File: src/rtl/fcjt_pkg.sv
`timescale 1ns / 1ps
`default_nettype none
// ----------------------------------------------------------------------------
// fcjt_pkg: shared types for the fan-out completion join table
// Status codes, the lookup token passed along the cell row and the
// allocation broadcast from the tail of the row.
// ----------------------------------------------------------------------------
package fcjt_pkg;

  localparam int ID_W     = 32;
  localparam int STATUS_W = 2;
  localparam int BC_W     = 4;
  // wide enough for any branch count the row can be built for
  localparam int NEED_W   = 8;

  localparam logic [BC_W-1:0] BC_RESET = BC_W'(2);
  localparam logic [BC_W-1:0] BC_MIN   = BC_W'(2);

  typedef enum logic [STATUS_W-1:0] {
    ST_PENDING  = 2'd0,
    ST_RELEASED = 2'd1,
    ST_DROPPED  = 2'd2
  } status_e;

  typedef struct packed {
    logic            valid;
    logic [ID_W-1:0] id;
    logic            done;
    status_e         status;
    logic            free_found;
  } token_t;

  typedef struct packed {
    logic            en;
    logic [ID_W-1:0] id;
  } alloc_t;

endpackage

`default_nettype wire

File: src/rtl/fcjt_in_if.sv
`timescale 1ns / 1ps
`default_nettype none
// ----------------------------------------------------------------------------
// fcjt_in_if: confirmation channel
// Carries one item id per handshake.
// ----------------------------------------------------------------------------
interface fcjt_in_if;
  logic                      valid;
  logic                      ready;
  logic [fcjt_pkg::ID_W-1:0] item_id;

  modport source (output valid, output item_id, input ready);
  modport sink   (input valid, input item_id, output ready);
endinterface

`default_nettype wire

File: src/rtl/fcjt_out_if.sv
`timescale 1ns / 1ps
`default_nettype none
// ----------------------------------------------------------------------------
// fcjt_out_if: result channel
// Carries the echoed item id and its status code.
// ----------------------------------------------------------------------------
interface fcjt_out_if;
  logic                          valid;
  logic                          ready;
  logic [fcjt_pkg::ID_W-1:0]     result_id;
  logic [fcjt_pkg::STATUS_W-1:0] status;

  modport source (output valid, output result_id, output status, input ready);
  modport sink   (input valid, input result_id, input status, output ready);
endinterface

`default_nettype wire

File: src/rtl/fcjt_cfg_if.sv
`timescale 1ns / 1ps
`default_nettype none
// ----------------------------------------------------------------------------
// fcjt_cfg_if: configuration write channel
// Carries the branch count register write data.
// ----------------------------------------------------------------------------
interface fcjt_cfg_if;
  logic                      valid;
  logic                      ready;
  logic [fcjt_pkg::BC_W-1:0] branch_count;

  modport source (output valid, output branch_count, input ready);
  modport sink   (input valid, input branch_count, output ready);
endinterface

`default_nettype wire

File: src/rtl/fcjt_cell.sv
`timescale 1ns / 1ps
`default_nettype none
// ----------------------------------------------------------------------------
// fcjt_cell: one table entry of the join row
// Holds one pending id with its hit count, checks the passing lookup token
// against it and hands the token on to the next cell.
// ----------------------------------------------------------------------------
module fcjt_cell #(
  parameter int INDEX = 0,
  parameter int IDX_W = 4,
  parameter int HIT_W = 3
) (
  input  wire                          clk_i,
  input  wire                          rst_ni,
  input  wire                          adv_i,
  input  wire [fcjt_pkg::NEED_W-1:0]   need_i,
  input  wire fcjt_pkg::token_t        tok_i,
  input  wire [IDX_W-1:0]              free_idx_i,
  input  wire fcjt_pkg::alloc_t        alloc_i,
  input  wire [IDX_W-1:0]              alloc_idx_i,
  output fcjt_pkg::token_t             tok_o,
  output logic [IDX_W-1:0]             free_idx_o
);

  logic                      valid_q, valid_d;
  logic [fcjt_pkg::ID_W-1:0] item_q, item_d;
  logic [HIT_W-1:0]          hits_q, hits_d;
  fcjt_pkg::token_t          tok_q, tok_d;
  logic [IDX_W-1:0]          free_idx_q, free_idx_d;
  logic                      match;

  always_comb begin
    tok_d      = tok_i;
    free_idx_d = free_idx_i;
    valid_d    = valid_q;
    item_d     = item_q;
    hits_d     = hits_q;
    match      = tok_i.valid && !tok_i.done && valid_q && (item_q == tok_i.id);
    if (adv_i) begin
      if (match) begin
        tok_d.done = 1'b1;
        if ((fcjt_pkg::NEED_W'(hits_q) + fcjt_pkg::NEED_W'(1)) >= need_i) begin
          valid_d      = 1'b0;
          tok_d.status = fcjt_pkg::ST_RELEASED;
        end else begin
          hits_d       = hits_q + HIT_W'(1);
          tok_d.status = fcjt_pkg::ST_PENDING;
        end
      end else if (tok_i.valid && !valid_q && !tok_i.free_found) begin
        // lowest free entry seen so far
        tok_d.free_found = 1'b1;
        free_idx_d       = IDX_W'(INDEX);
      end
    end
    // new entry written from the tail once the token has seen every cell
    if (alloc_i.en && (alloc_idx_i == IDX_W'(INDEX))) begin
      valid_d = 1'b1;
      item_d  = alloc_i.id;
      hits_d  = HIT_W'(1);
    end
  end

  always_ff @(posedge clk_i or negedge rst_ni) begin
    if (!rst_ni) begin
      valid_q <= 1'b0;
      tok_q   <= '0;
    end else begin
      valid_q <= valid_d;
      if (adv_i) begin
        tok_q <= tok_d;
      end
    end
  end

  always_ff @(posedge clk_i) begin
    item_q <= item_d;
    hits_q <= hits_d;
    if (adv_i) begin
      free_idx_q <= free_idx_d;
    end
  end

  assign tok_o      = tok_q;
  assign free_idx_o = free_idx_q;

endmodule

`default_nettype wire

File: src/rtl/fanout_completion_join_table.sv
`timescale 1ns / 1ps
`default_nettype none
// ----------------------------------------------------------------------------
// fanout_completion_join_table: joins done reports from fan-out branches
// Counts confirmations per item id in a row of table cells and releases an
// id once every branch has reported it; new ids that find no room are dropped.
// ----------------------------------------------------------------------------
// Each accepted item id walks the row of TABLE_DEPTH cells one cell per
// cycle, held at the tail while the output is full and stalled. A cell
// holding the id counts the hit, or frees itself and marks the item
// released when its count plus one reaches the branch count (branch_count
// clamped to 2..MAX_BRANCHES). If no cell holds the id, the lowest free
// cell seen on the walk is written at the end of the row; with no free
// cell the item is reported as dropped. One item is in the row at a time:
// a new item is taken only once the last has walked the cell row and been
// handed into the output register. Result status: 0 pending, 1 released,
// 2 dropped. A branch count write is held off while an item walks the row,
// and an offered write takes precedence over a new item.
module fanout_completion_join_table #(
  parameter int TABLE_DEPTH  = 16,
  parameter int MAX_BRANCHES = 8
) (
  input  wire               clk_i,
  input  wire               rst_ni,
  fcjt_in_if.sink           in_i,
  fcjt_out_if.source        out_o,
  fcjt_cfg_if.sink          cfg_i
);

  localparam int IDX_W = (TABLE_DEPTH > 1) ? $clog2(TABLE_DEPTH) : 1;
  localparam int HIT_W = $clog2(MAX_BRANCHES);

  logic [fcjt_pkg::BC_W-1:0]   branch_count_q;
  logic [fcjt_pkg::NEED_W-1:0] need;
  logic                        busy_q, busy_d;
  logic                        out_valid_q, out_valid_d;
  logic [fcjt_pkg::ID_W-1:0]   out_id_q;
  fcjt_pkg::status_e           out_status_q, result_status;
  logic                        in_accept, consume, adv;
  fcjt_pkg::alloc_t            alloc;
  fcjt_pkg::token_t            tok_head;
  logic [TABLE_DEPTH:0]        tok_valid_vec;

  fcjt_pkg::token_t            tok      [TABLE_DEPTH+1];
  logic [IDX_W-1:0]            free_idx [TABLE_DEPTH+1];

  // branch count register, written only with no item in the row
  assign cfg_i.ready = !busy_q;

  always_ff @(posedge clk_i or negedge rst_ni) begin
    if (!rst_ni) begin
      branch_count_q <= fcjt_pkg::BC_RESET;
    end else if (cfg_i.valid && cfg_i.ready) begin
      branch_count_q <= cfg_i.branch_count;
    end
  end

  always_comb begin
    if (branch_count_q < fcjt_pkg::BC_MIN) begin
      need = fcjt_pkg::NEED_W'(fcjt_pkg::BC_MIN);
    end else if (fcjt_pkg::NEED_W'(branch_count_q) > fcjt_pkg::NEED_W'(MAX_BRANCHES)) begin
      need = fcjt_pkg::NEED_W'(MAX_BRANCHES);
    end else begin
      need = fcjt_pkg::NEED_W'(branch_count_q);
    end
  end

  // input side
  assign in_i.ready = !busy_q && !cfg_i.valid;
  assign in_accept  = in_i.valid && in_i.ready;

  always_comb begin
    tok_head        = '0;
    tok_head.valid  = in_accept;
    tok_head.id     = in_i.item_id;
    tok_head.status = fcjt_pkg::ST_DROPPED;
  end

  assign tok[0]      = tok_head;
  assign free_idx[0] = '0;

  // the row only holds when the token sits at the tail behind a full output
  assign consume = tok[TABLE_DEPTH].valid && (!out_valid_q || out_o.ready);
  assign adv     = !tok[TABLE_DEPTH].valid || !out_valid_q || out_o.ready;

  always_comb begin
    alloc.en = consume && !tok[TABLE_DEPTH].done && tok[TABLE_DEPTH].free_found;
    alloc.id = tok[TABLE_DEPTH].id;
    if (tok[TABLE_DEPTH].done) begin
      result_status = tok[TABLE_DEPTH].status;
    end else if (tok[TABLE_DEPTH].free_found) begin
      result_status = fcjt_pkg::ST_PENDING;
    end else begin
      result_status = fcjt_pkg::ST_DROPPED;
    end
  end

  for (genvar g = 0; g < TABLE_DEPTH; g++) begin : g_cell
    fcjt_cell #(
      .INDEX (g),
      .IDX_W (IDX_W),
      .HIT_W (HIT_W)
    ) u_cell (
      .clk_i       (clk_i),
      .rst_ni      (rst_ni),
      .adv_i       (adv),
      .need_i      (need),
      .tok_i       (tok[g]),
      .free_idx_i  (free_idx[g]),
      .alloc_i     (alloc),
      .alloc_idx_i (free_idx[TABLE_DEPTH]),
      .tok_o       (tok[g+1]),
      .free_idx_o  (free_idx[g+1])
    );
  end

  for (genvar g = 0; g <= TABLE_DEPTH; g++) begin : g_vld
    assign tok_valid_vec[g] = tok[g].valid;
  end

  // control and output register
  always_comb begin
    busy_d      = busy_q;
    out_valid_d = out_valid_q;
    if (out_valid_q && out_o.ready) begin
      out_valid_d = 1'b0;
    end
    if (consume) begin
      out_valid_d = 1'b1;
      busy_d      = 1'b0;
    end
    if (in_accept) begin
      busy_d = 1'b1;
    end
  end

  always_ff @(posedge clk_i or negedge rst_ni) begin
    if (!rst_ni) begin
      busy_q      <= 1'b0;
      out_valid_q <= 1'b0;
    end else begin
      busy_q      <= busy_d;
      out_valid_q <= out_valid_d;
    end
  end

  always_ff @(posedge clk_i) begin
    if (consume) begin
      out_id_q     <= tok[TABLE_DEPTH].id;
      out_status_q <= result_status;
    end
  end

  assign out_o.valid     = out_valid_q;
  assign out_o.result_id = out_id_q;
  assign out_o.status    = fcjt_pkg::STATUS_W'(out_status_q);

  // at most one item walks the row
  assert property (@(posedge clk_i) disable iff (!rst_ni)
    $countones(tok_valid_vec[TABLE_DEPTH:1]) <= 1)
    else $error("more than one item in the cell row");

  // an item in the row always means the block is busy
  assert property (@(posedge clk_i) disable iff (!rst_ni)
    (tok_valid_vec[TABLE_DEPTH:1] != '0) |-> busy_q)
    else $error("item in the row while idle");

  // a new item is only taken after the previous one left the row
  assert property (@(posedge clk_i) disable iff (!rst_ni)
    in_accept |=> ($countones(tok_valid_vec[TABLE_DEPTH:1]) == 1) && tok[1].valid)
    else $error("accepted item did not enter the row alone");

  // an allocation (walk found neither a hit nor a full table) shows as a pending result
  assert property (@(posedge clk_i) disable iff (!rst_ni)
    alloc.en |=> out_o.valid && (out_o.status == fcjt_pkg::STATUS_W'(fcjt_pkg::ST_PENDING)))
    else $error("allocation without a pending result");

endmodule

`default_nettype wire

File: src/flat_wrapper.sv
// flat-port wrapper written by rule: the top's interface ports become plain ports
module fanout_completion_join_table_flat 
#(
  parameter int TABLE_DEPTH  = 16,
  parameter int MAX_BRANCHES = 8
)
  (clk_i, rst_ni, in_i_valid, in_i_item_id, in_i_ready, out_o_valid, out_o_result_id, out_o_status, out_o_ready, cfg_i_valid, cfg_i_branch_count, cfg_i_ready);
  fcjt_in_if in_i_i ();
  fcjt_out_if out_o_i ();
  fcjt_cfg_if cfg_i_i ();
  input  wire clk_i;
  input  wire rst_ni;
  input wire logic [$bits(in_i_i.valid)-1:0] in_i_valid;
  input wire logic [$bits(in_i_i.item_id)-1:0] in_i_item_id;
  output wire logic [$bits(in_i_i.ready)-1:0] in_i_ready;
  output wire logic [$bits(out_o_i.valid)-1:0] out_o_valid;
  output wire logic [$bits(out_o_i.result_id)-1:0] out_o_result_id;
  output wire logic [$bits(out_o_i.status)-1:0] out_o_status;
  input wire logic [$bits(out_o_i.ready)-1:0] out_o_ready;
  input wire logic [$bits(cfg_i_i.valid)-1:0] cfg_i_valid;
  input wire logic [$bits(cfg_i_i.branch_count)-1:0] cfg_i_branch_count;
  output wire logic [$bits(cfg_i_i.ready)-1:0] cfg_i_ready;
  assign in_i_i.valid = in_i_valid;
  assign in_i_i.item_id = in_i_item_id;
  assign in_i_ready = in_i_i.ready;
  assign out_o_valid = out_o_i.valid;
  assign out_o_result_id = out_o_i.result_id;
  assign out_o_status = out_o_i.status;
  assign out_o_i.ready = out_o_ready;
  assign cfg_i_i.valid = cfg_i_valid;
  assign cfg_i_i.branch_count = cfg_i_branch_count;
  assign cfg_i_ready = cfg_i_i.ready;
  fanout_completion_join_table #(.TABLE_DEPTH(TABLE_DEPTH), .MAX_BRANCHES(MAX_BRANCHES)) u_core (.clk_i(clk_i), .rst_ni(rst_ni), .in_i(in_i_i), .out_o(out_o_i), .cfg_i(cfg_i_i));
endmodule
File: config.mk
export PLATFORM = sky130hd
export DESIGN_NAME = fanout_completion_join_table_flat
export DESIGN_NICKNAME = d
export VERILOG_FILES = /design/src/rtl/fcjt_pkg.sv /design/src/rtl/fcjt_in_if.sv /design/src/rtl/fcjt_out_if.sv /design/src/rtl/fcjt_cfg_if.sv /design/src/rtl/fcjt_cell.sv /design/src/rtl/fanout_completion_join_table.sv /design/src/flat_wrapper.sv
export SDC_FILE = /design/constraint.sdc
export NUM_CORES = 2
export LEC_CHECK = 0
export BUFFER_PORTS_ARGS = -buffer_cell sky130_fd_sc_hd__buf_2
export CELL_PAD_IN_SITES_DETAIL_PLACEMENT = 0
export CELL_PAD_IN_SITES_GLOBAL_PLACEMENT = 2
export CORE_UTILIZATION = 35
export CTS_CLUSTER_SIZE = 24
export DETAILED_ROUTE_END_ITERATION = 10
export PLACE_DENSITY_LB_ADDON = 0.1
export SLEW_MARGIN = 20
export SYNTH_ARGS = -nofsm -noshare
export SYNTH_HDL_FRONTEND = slang
export SYNTH_SLANG_ARGS = --single-unit
File: constraint.sdc
create_clock -name clk_i -period 10.5 [get_ports clk_i]
set_clock_uncertainty 0.05 [all_clocks]
set_input_delay 1.05 -clock clk_i [delete_from_list [all_inputs] [get_ports clk_i]]
set_output_delay 1.05 -clock clk_i [all_outputs]
set_load 0.01 [all_outputs]
; ---- Word-level counts from Yosys, hierarchy flattened
; Index checks and enable logic that the tools add are counted.
[totals]
word_cells = 648
register_bits = 1268
output_inout_bits = 37
input_bits = 41
[op_classes]
n_eq_ne = 31
n_lt_le_gt_ge = 18
mux = 165
bitwise = 16
add_sub_neg = 32
n_reduce_logical = 238
[op_table]
columns = operator, count
row1 = 32-bit equality test, 16
row2 = 4-bit by 8-bit greater-or-equal comparator with 1-bit output, 16
row3 = 4-bit 2-to-1 mux, 30
row4 = 1-bit 2-to-1 mux, 117
row5 = 1-bit logical AND, 101
row6 = 2-bit nonzero test, 50
row7 = 3-bit AND reduction, 32
row8 = 3-bit by 1-bit adder with 4-bit output (second input constant), 16
row9 = 1-bit zero test, 51
row10 = 3-bit by 1-bit adder with 3-bit output (second input constant), 16
row11 = 3-bit 2-to-1 mux, 16
row12 = 4-bit equality test (second input constant), 8
row13 = 4-bit by 3-bit equality test with 1-bit output (second input constant), 4
row14 = 1-bit inverter, 16
row15 = 4-bit by 2-bit equality test with 1-bit output (second input constant), 2
row16 = 4-bit by 1-bit equality test with 1-bit output (second input constant), 1
row17 = 4-bit > comparator (second input constant), 1
row18 = 4-bit zero test, 1
row19 = 4-bit by 2-bit < comparator with 1-bit output (second input constant), 1
row20 = 2-bit 2-to-1 mux, 2
row21 = 1-bit logical OR, 3

; ---- Depth between registers and ports, before layout
[logic_depth]
depth_word = 8
mapped_depth = 9
ltp_nobuf = 9

; ---- Modules after synthesis
; A second synthesis with hierarchy kept.
[hier_totals]
cells_unflattened = 3455
hier_area_um2 = 52415.3
[modules_own_cells]
columns = module, cells_per_inst, area_per_inst_um2, instances
row1 = fcjt_cell at u_core.g_cell[10].u_cell ..., 209, 3170.5, 4
row2 = fcjt_cell at u_core.g_cell[1].u_cell ..., 216, 3223.1, 2
row3 = fcjt_cell at u_core.g_cell[0].u_cell ..., 216, 3221.8, 2
row4 = fcjt_cell at u_core.g_cell[4].u_cell ..., 216, 3219.3, 2
row5 = fcjt_cell at u_core.g_cell[11].u_cell ..., 209, 3173.0, 2
row6 = fcjt_cell at u_core.g_cell[13].u_cell ..., 209, 3168.0, 2
row7 = fcjt_cell at u_core.g_cell[15].u_cell, 210, 3185.6, 1
row8 = fcjt_cell at u_core.g_cell[3].u_cell, 210, 3175.5, 1
row9 = fanout_completion_join_table, 67, 1361.3, 1

; ---- Worst setup path before layout
; OpenSTA, ideal clock, no wires.
[synth_timing]
kind = in2reg
start = input port out_o_ready
end = register u_core.g_cell[0].u_cell.valid_q
required_ns = 10.374
path_buffers = 0
slack_ns = 5.691
stages = 6
arrival_time_ns = 4.683
setup_ns = 0.076
cell_sequence = or2b_2 > nand2_1 > or4_1 > nor3_1 > or2_2 > o22a_1
[synth_between]
elab_cells_between_ends = 11
classes_between = mux: 1 / reduce/logical: 10
[synth_lines]
columns = item, line_no
row1 = from (decl), flat_wrapper.sv:19  ; input wire logic [$bits(out_o_i.ready)-1:0] out_o_ready;
row2 = 1-bit logical OR, fanout_completion_join_table.sv:83  ; assign consume = tok[TABLE_DEPTH].valid && (!out_valid_q || out_o.ready);
row3 = 1-bit logical AND, fanout_completion_join_table.sv:83
row4 = 1-bit logical AND (2 in series), fanout_completion_join_table.sv:87  ; alloc.en = consume && !tok[TABLE_DEPTH].done && tok[TABLE_DEPTH].free_found;
row5 = 1-bit logical AND, fcjt_cell.sv:56  ; if (alloc_i.en && (alloc_idx_i == IDX_W'(INDEX))) begin
row6 = 1-bit 2-to-1 mux, fcjt_cell.sv:56
row7 = via u_core.g_cell[0].u_cell.valid_d, fcjt_cell.sv:25  ; logic valid_q, valid_d;
row8 = to (signal assigned), fcjt_cell.sv:68  ; valid_q <= valid_d;
row9 = to (decl), fcjt_cell.sv:25
; The timed path passes the listed nets, and every way through them passes these cells.
; A chain may end at the register's enable or synchronous reset.

; ---- Final worst setup path
[layout_timing]
start = register u_core.out_valid_q, in the netlist u_core.out_o.valid
end = register u_core.g_cell[0].u_cell.hits_q[2]
[layout_between]
elab_chain_len = 6
elab_cells_between_ends = 9
classes_between = reduce/logical: 9
[layout_rtl]
columns = item, line_no
row1 = from (decl), fanout_completion_join_table.sv:36  ; logic out_valid_q, out_valid_d;
row2 = from (signal assigned), fanout_completion_join_table.sv:143  ; out_valid_q <= out_valid_d;
row3 = 1-bit zero test *, "fanout_completion_join_table.sv:83, fanout_completion_join_table.sv:84"
row4 = 1-bit logical OR, fanout_completion_join_table.sv:83
row5 = 1-bit logical AND, fanout_completion_join_table.sv:83
row6 = 1-bit logical AND (2 in series), fanout_completion_join_table.sv:87
row7 = 1-bit logical AND, fcjt_cell.sv:56
row8 = to (signal assigned), fcjt_cell.sv:77  ; hits_q <= hits_d;
row9 = to (decl), fcjt_cell.sv:27  ; logic [HIT_W-1:0] hits_q, hits_d;
; Every way passes the cells marked *; elsewhere a longest branch is shown, timed or not.

==> reports/results.ini <==
[run_status]
status = finished, final reports clean

[global_routing]
grt_max_degree = 156
grt_pass1_wl_um = 233000
antenna_found_initial = 19
grt_pass1_vias = 31900
grt_use_total_pct = 22.1
grt-ovfl-total = 0

[clocking]
cts_buffers = 146
post-cts-setup-buffers = 0
insertion_delay_ps = 780
root_buffer = clkbuf_16
cts_max_path_buffers = 3
cts_sinks = 1257
hold_buffers = 0
htree_levels = 4
cts.clk_slew.worst_paths_ps = 60
cts_resized = 0
cts_tree = built

[sta]
post-route-period-util_pct = 41.5
slew-limit-headroom_pct = 19.8
setup_viol = 0
max_freq_mhz = 230
fin_crit_ps = 4360
worstMarginPinSlew_ps = 1190
rsz0062_at_grt = false
fin_setup_tns_ps = 0
hold_violations = 0
whs_ps = 213
finalMaxSlewViolations = 0

[synth]
synth_edf_count = 595
synth-seq-cells = 1257
ys_async_sr_fraction_pct = 48.8
ys_types = 52
syn_area_per_cell_sq_um = 11.6
yosysSeqAreaShare_pct = 66.8
synthCells = 4428
syn_nets = 4549
yosys_warnings = 0
synthesis.area_sq_mm = 0.0512
ys.flop_type = dfrtp_1

[layout]
syn_to_final_growth_pct = 14.8
layout_common_cells = 1700 x nand2_1, 601 x dfrtp_1, 595 x edfxtp_1
final_nets = 4702
fin_util_pct = 40.7
layout_commonest_cell = nand2_1
layout-drive-gt1-share_pct = 9.38

[power]
max-vdd-ir-drop_uv = 129
power_density_mw_per_mm2 = 199
intPower_mw = 8.64
power.leakage_nw = 24.9
pwr-share-comb_pct = 8.1
sequentialPowerShare_pct = 49.4
power_frac_clock_pct = 42.5
p_sw_share_pct = 26.0
p_sw_mw = 3.03

[critical_path]
crit_family = simple AND/OR/NAND/NOR gates
crit_chain = or2b_2, nor2_4, buf_12, inv_8, nand3_1, nor3_1, nand4_1, or3_1, a21oi_1
worstPathRequired_ps = 11140
max_stage_delay_ps = 840
cp_num_buf_inv = 2
cp-start-kind = register
arrival_ps = 4990
critPathKind = reg -> reg
critPathMaxFanout = 129
cpMaxStageDelayCell = nand3_1
endpoint_kind = register

[die]
row_count = 139
dieArea_sq_mm = 0.148
dieHeight_um = 384
die_w_um = 384
start_util_pct = 35.5
core-area_sq_mm = 0.144
ios = 78

[drt]
drtPass1Iterations = 5
drc = 0
drtIter0Drc = 2461
routed_wl_um = 161000
ant_nets = 0
wl_per_cell_um = 24.3
num_vias = 32200
viasPerCell = 4.88

[flow_run]
drv_cap = 0

[placed_design]
gp_congestion = 0.749
dp_hpwl_um = 103000
portBuffers = 77

[min_path]
hold_path_class = in -> async

## cell type report
cell class	count	area, sq um
Inverter	49	191
Tap cell	1903	2380
Clock buffer	210	4140
Antenna cell	5	12.5
Timing Repair Buffer	139	961
Sequential cell	1257	34200
Clock inverter	60	494
Multi-Input combinational cell	2988	16400
Fill cell	14000	85600
## cell usage after synthesis (3+ instances only)
| master | instances | area (sq um) |
|---|---|---|
| inv_1 | 49 | 184 |
| o21ai_0 | 41 | 205 |
| nor3b_1 | 15 | 113 |
| or2_2 | 32 | 200 |
| buf_2 | 48 | 240 |
| edfxtp_1 | 595 | 17900 |
| ha_1 | 80 | 1000 |
| nand3b_1 | 14 | 105 |
| clkbuf_1 | 85 | 319 |
| a31o_2 | 5 | 43.8 |
| nand3_1 | 34 | 170 |
| nor2_1 | 47 | 176 |
| o211ai_1 | 12 | 90.1 |
| or3_1 | 9 | 56.3 |
| a211oi_1 | 5 | 37.5 |
| o2111ai_1 | 3 | 26.3 |
| o31ai_1 | 14 | 105 |
| a21o_1 | 13 | 97.6 |
| a22o_1 | 3 | 26.3 |
| nand2_1 | 1700 | 6380 |
| nor2b_1 | 19 | 119 |
| or4_4 | 6 | 67.6 |
| a21oi_1 | 82 | 410 |
| and3_1 | 17 | 106 |
| a22oi_1 | 3 | 22.5 |
| nand4_1 | 49 | 307 |
| or4_1 | 13 | 97.6 |
| xnor2_1 | 96 | 841 |
| nand2b_1 | 32 | 200 |
| nor3_1 | 42 | 210 |
| dfxtp_1 | 48 | 961 |
| nor4_1 | 111 | 694 |
| a21bo_2 | 13 | 130 |
| xor2_1 | 438 | 3840 |
| mux2i_1 | 14 | 140 |
| or3b_1 | 3 | 26.3 |
| and2_1 | 4 | 25.0 |
| dfrtp_1 | 613 | 15300 |
## logic make-up (layout without fill, tap and decap cells)
family                     count (synthesis)  count (layout)  share of synthesized area, %
other                                      0               5                             0
DFF                                     1257            1257                          66.8
buffers and inverters                    183             458                          1.46
muxes                                     16              16                         0.318
and+or+nand+nor                         2154            2154                          17.8
xor gates and xnor gates                 534             534                          9.14
adders and majority gates                 80              80                          1.96
AOI/OAI and AO/OA                        204             204                          2.49
## flip-flops by register name (all words and copies together) (netlist names), 2 cells and up
register                         flops
u_core.branch_count_q                4
u_core.g_cell.u_cell.free_idx_o     49
u_core.g_cell.u_cell.hits_q         48
u_core.g_cell.u_cell.item_q        512
u_core.g_cell.u_cell.tok_o         592
u_core.g_cell.u_cell.valid_q        16
u_core.out_o.result_id              32
u_core.out_o.status                  2
## power groups by stage
stage          clock network, mW  registers (mW)  logic (mW)
4_1_cts                     5.09            5.78       0.974
3_5_place_dp                   0            5.87       0.970
5_1_grt                     5.27            5.80        1.09
3_3_place_gp                   0            5.88       0.957
2_1_floorplan                  0            5.70       0.559
6_report                    4.96            5.77       0.943
## per-stage QoR
step	power [mW]	cell area (sq um)	setup WS [ps]	std cells
finish	11.7	58800	6140	6611
global route	12.2	58800	5840	6606
CTS	11.8	58700	6150	6605
detailed placement	6.84	54100	5440	6335
global placement	6.83	54100	5040	6334
floorplan	6.25	51200	5690	4428
## worst paths after layout
check / to / cells after the start / start / slack, ps
worst max-delay path: u_core.g_cell[0].u_cell.hits_q[2] / 9 / u_core.out_o.valid / 6140
worst min-delay path: u_core.g_cell[3].u_cell.tok_o[0] / 1 / rst_ni / 210
worst max register to register: u_core.g_cell[0].u_cell.hits_q[2] / 9 / u_core.out_o.valid / 6140
worst min register to register: u_core.g_cell[15].u_cell.tok_o[17] / 2 / u_core.g_cell[15].u_cell.tok_o[17] / 420
max in group asynchronous: u_core.g_cell[15].u_cell.tok_o[23] / 3 / rst_ni / 8130
min in group clk_i: u_core.g_cell[15].u_cell.tok_o[17] / 2 / u_core.g_cell[15].u_cell.tok_o[17] / 420
## routing by layer
| layer | GRT usage (%) | vias up | part of all wire (%) |
|---|---|---|---|
| li1 | - | 15100 | - |
| met1 | 33.2 | 16300 | 49 |
| met2 | 33.1 | 649 | 44 |
| met3 | 3.82 | 170 | 5.0 |
| met4 | 5.06 | 0 | 1.9 |
| met5 | 0 | - | 0 |
(Power assumes the default switching activity.)
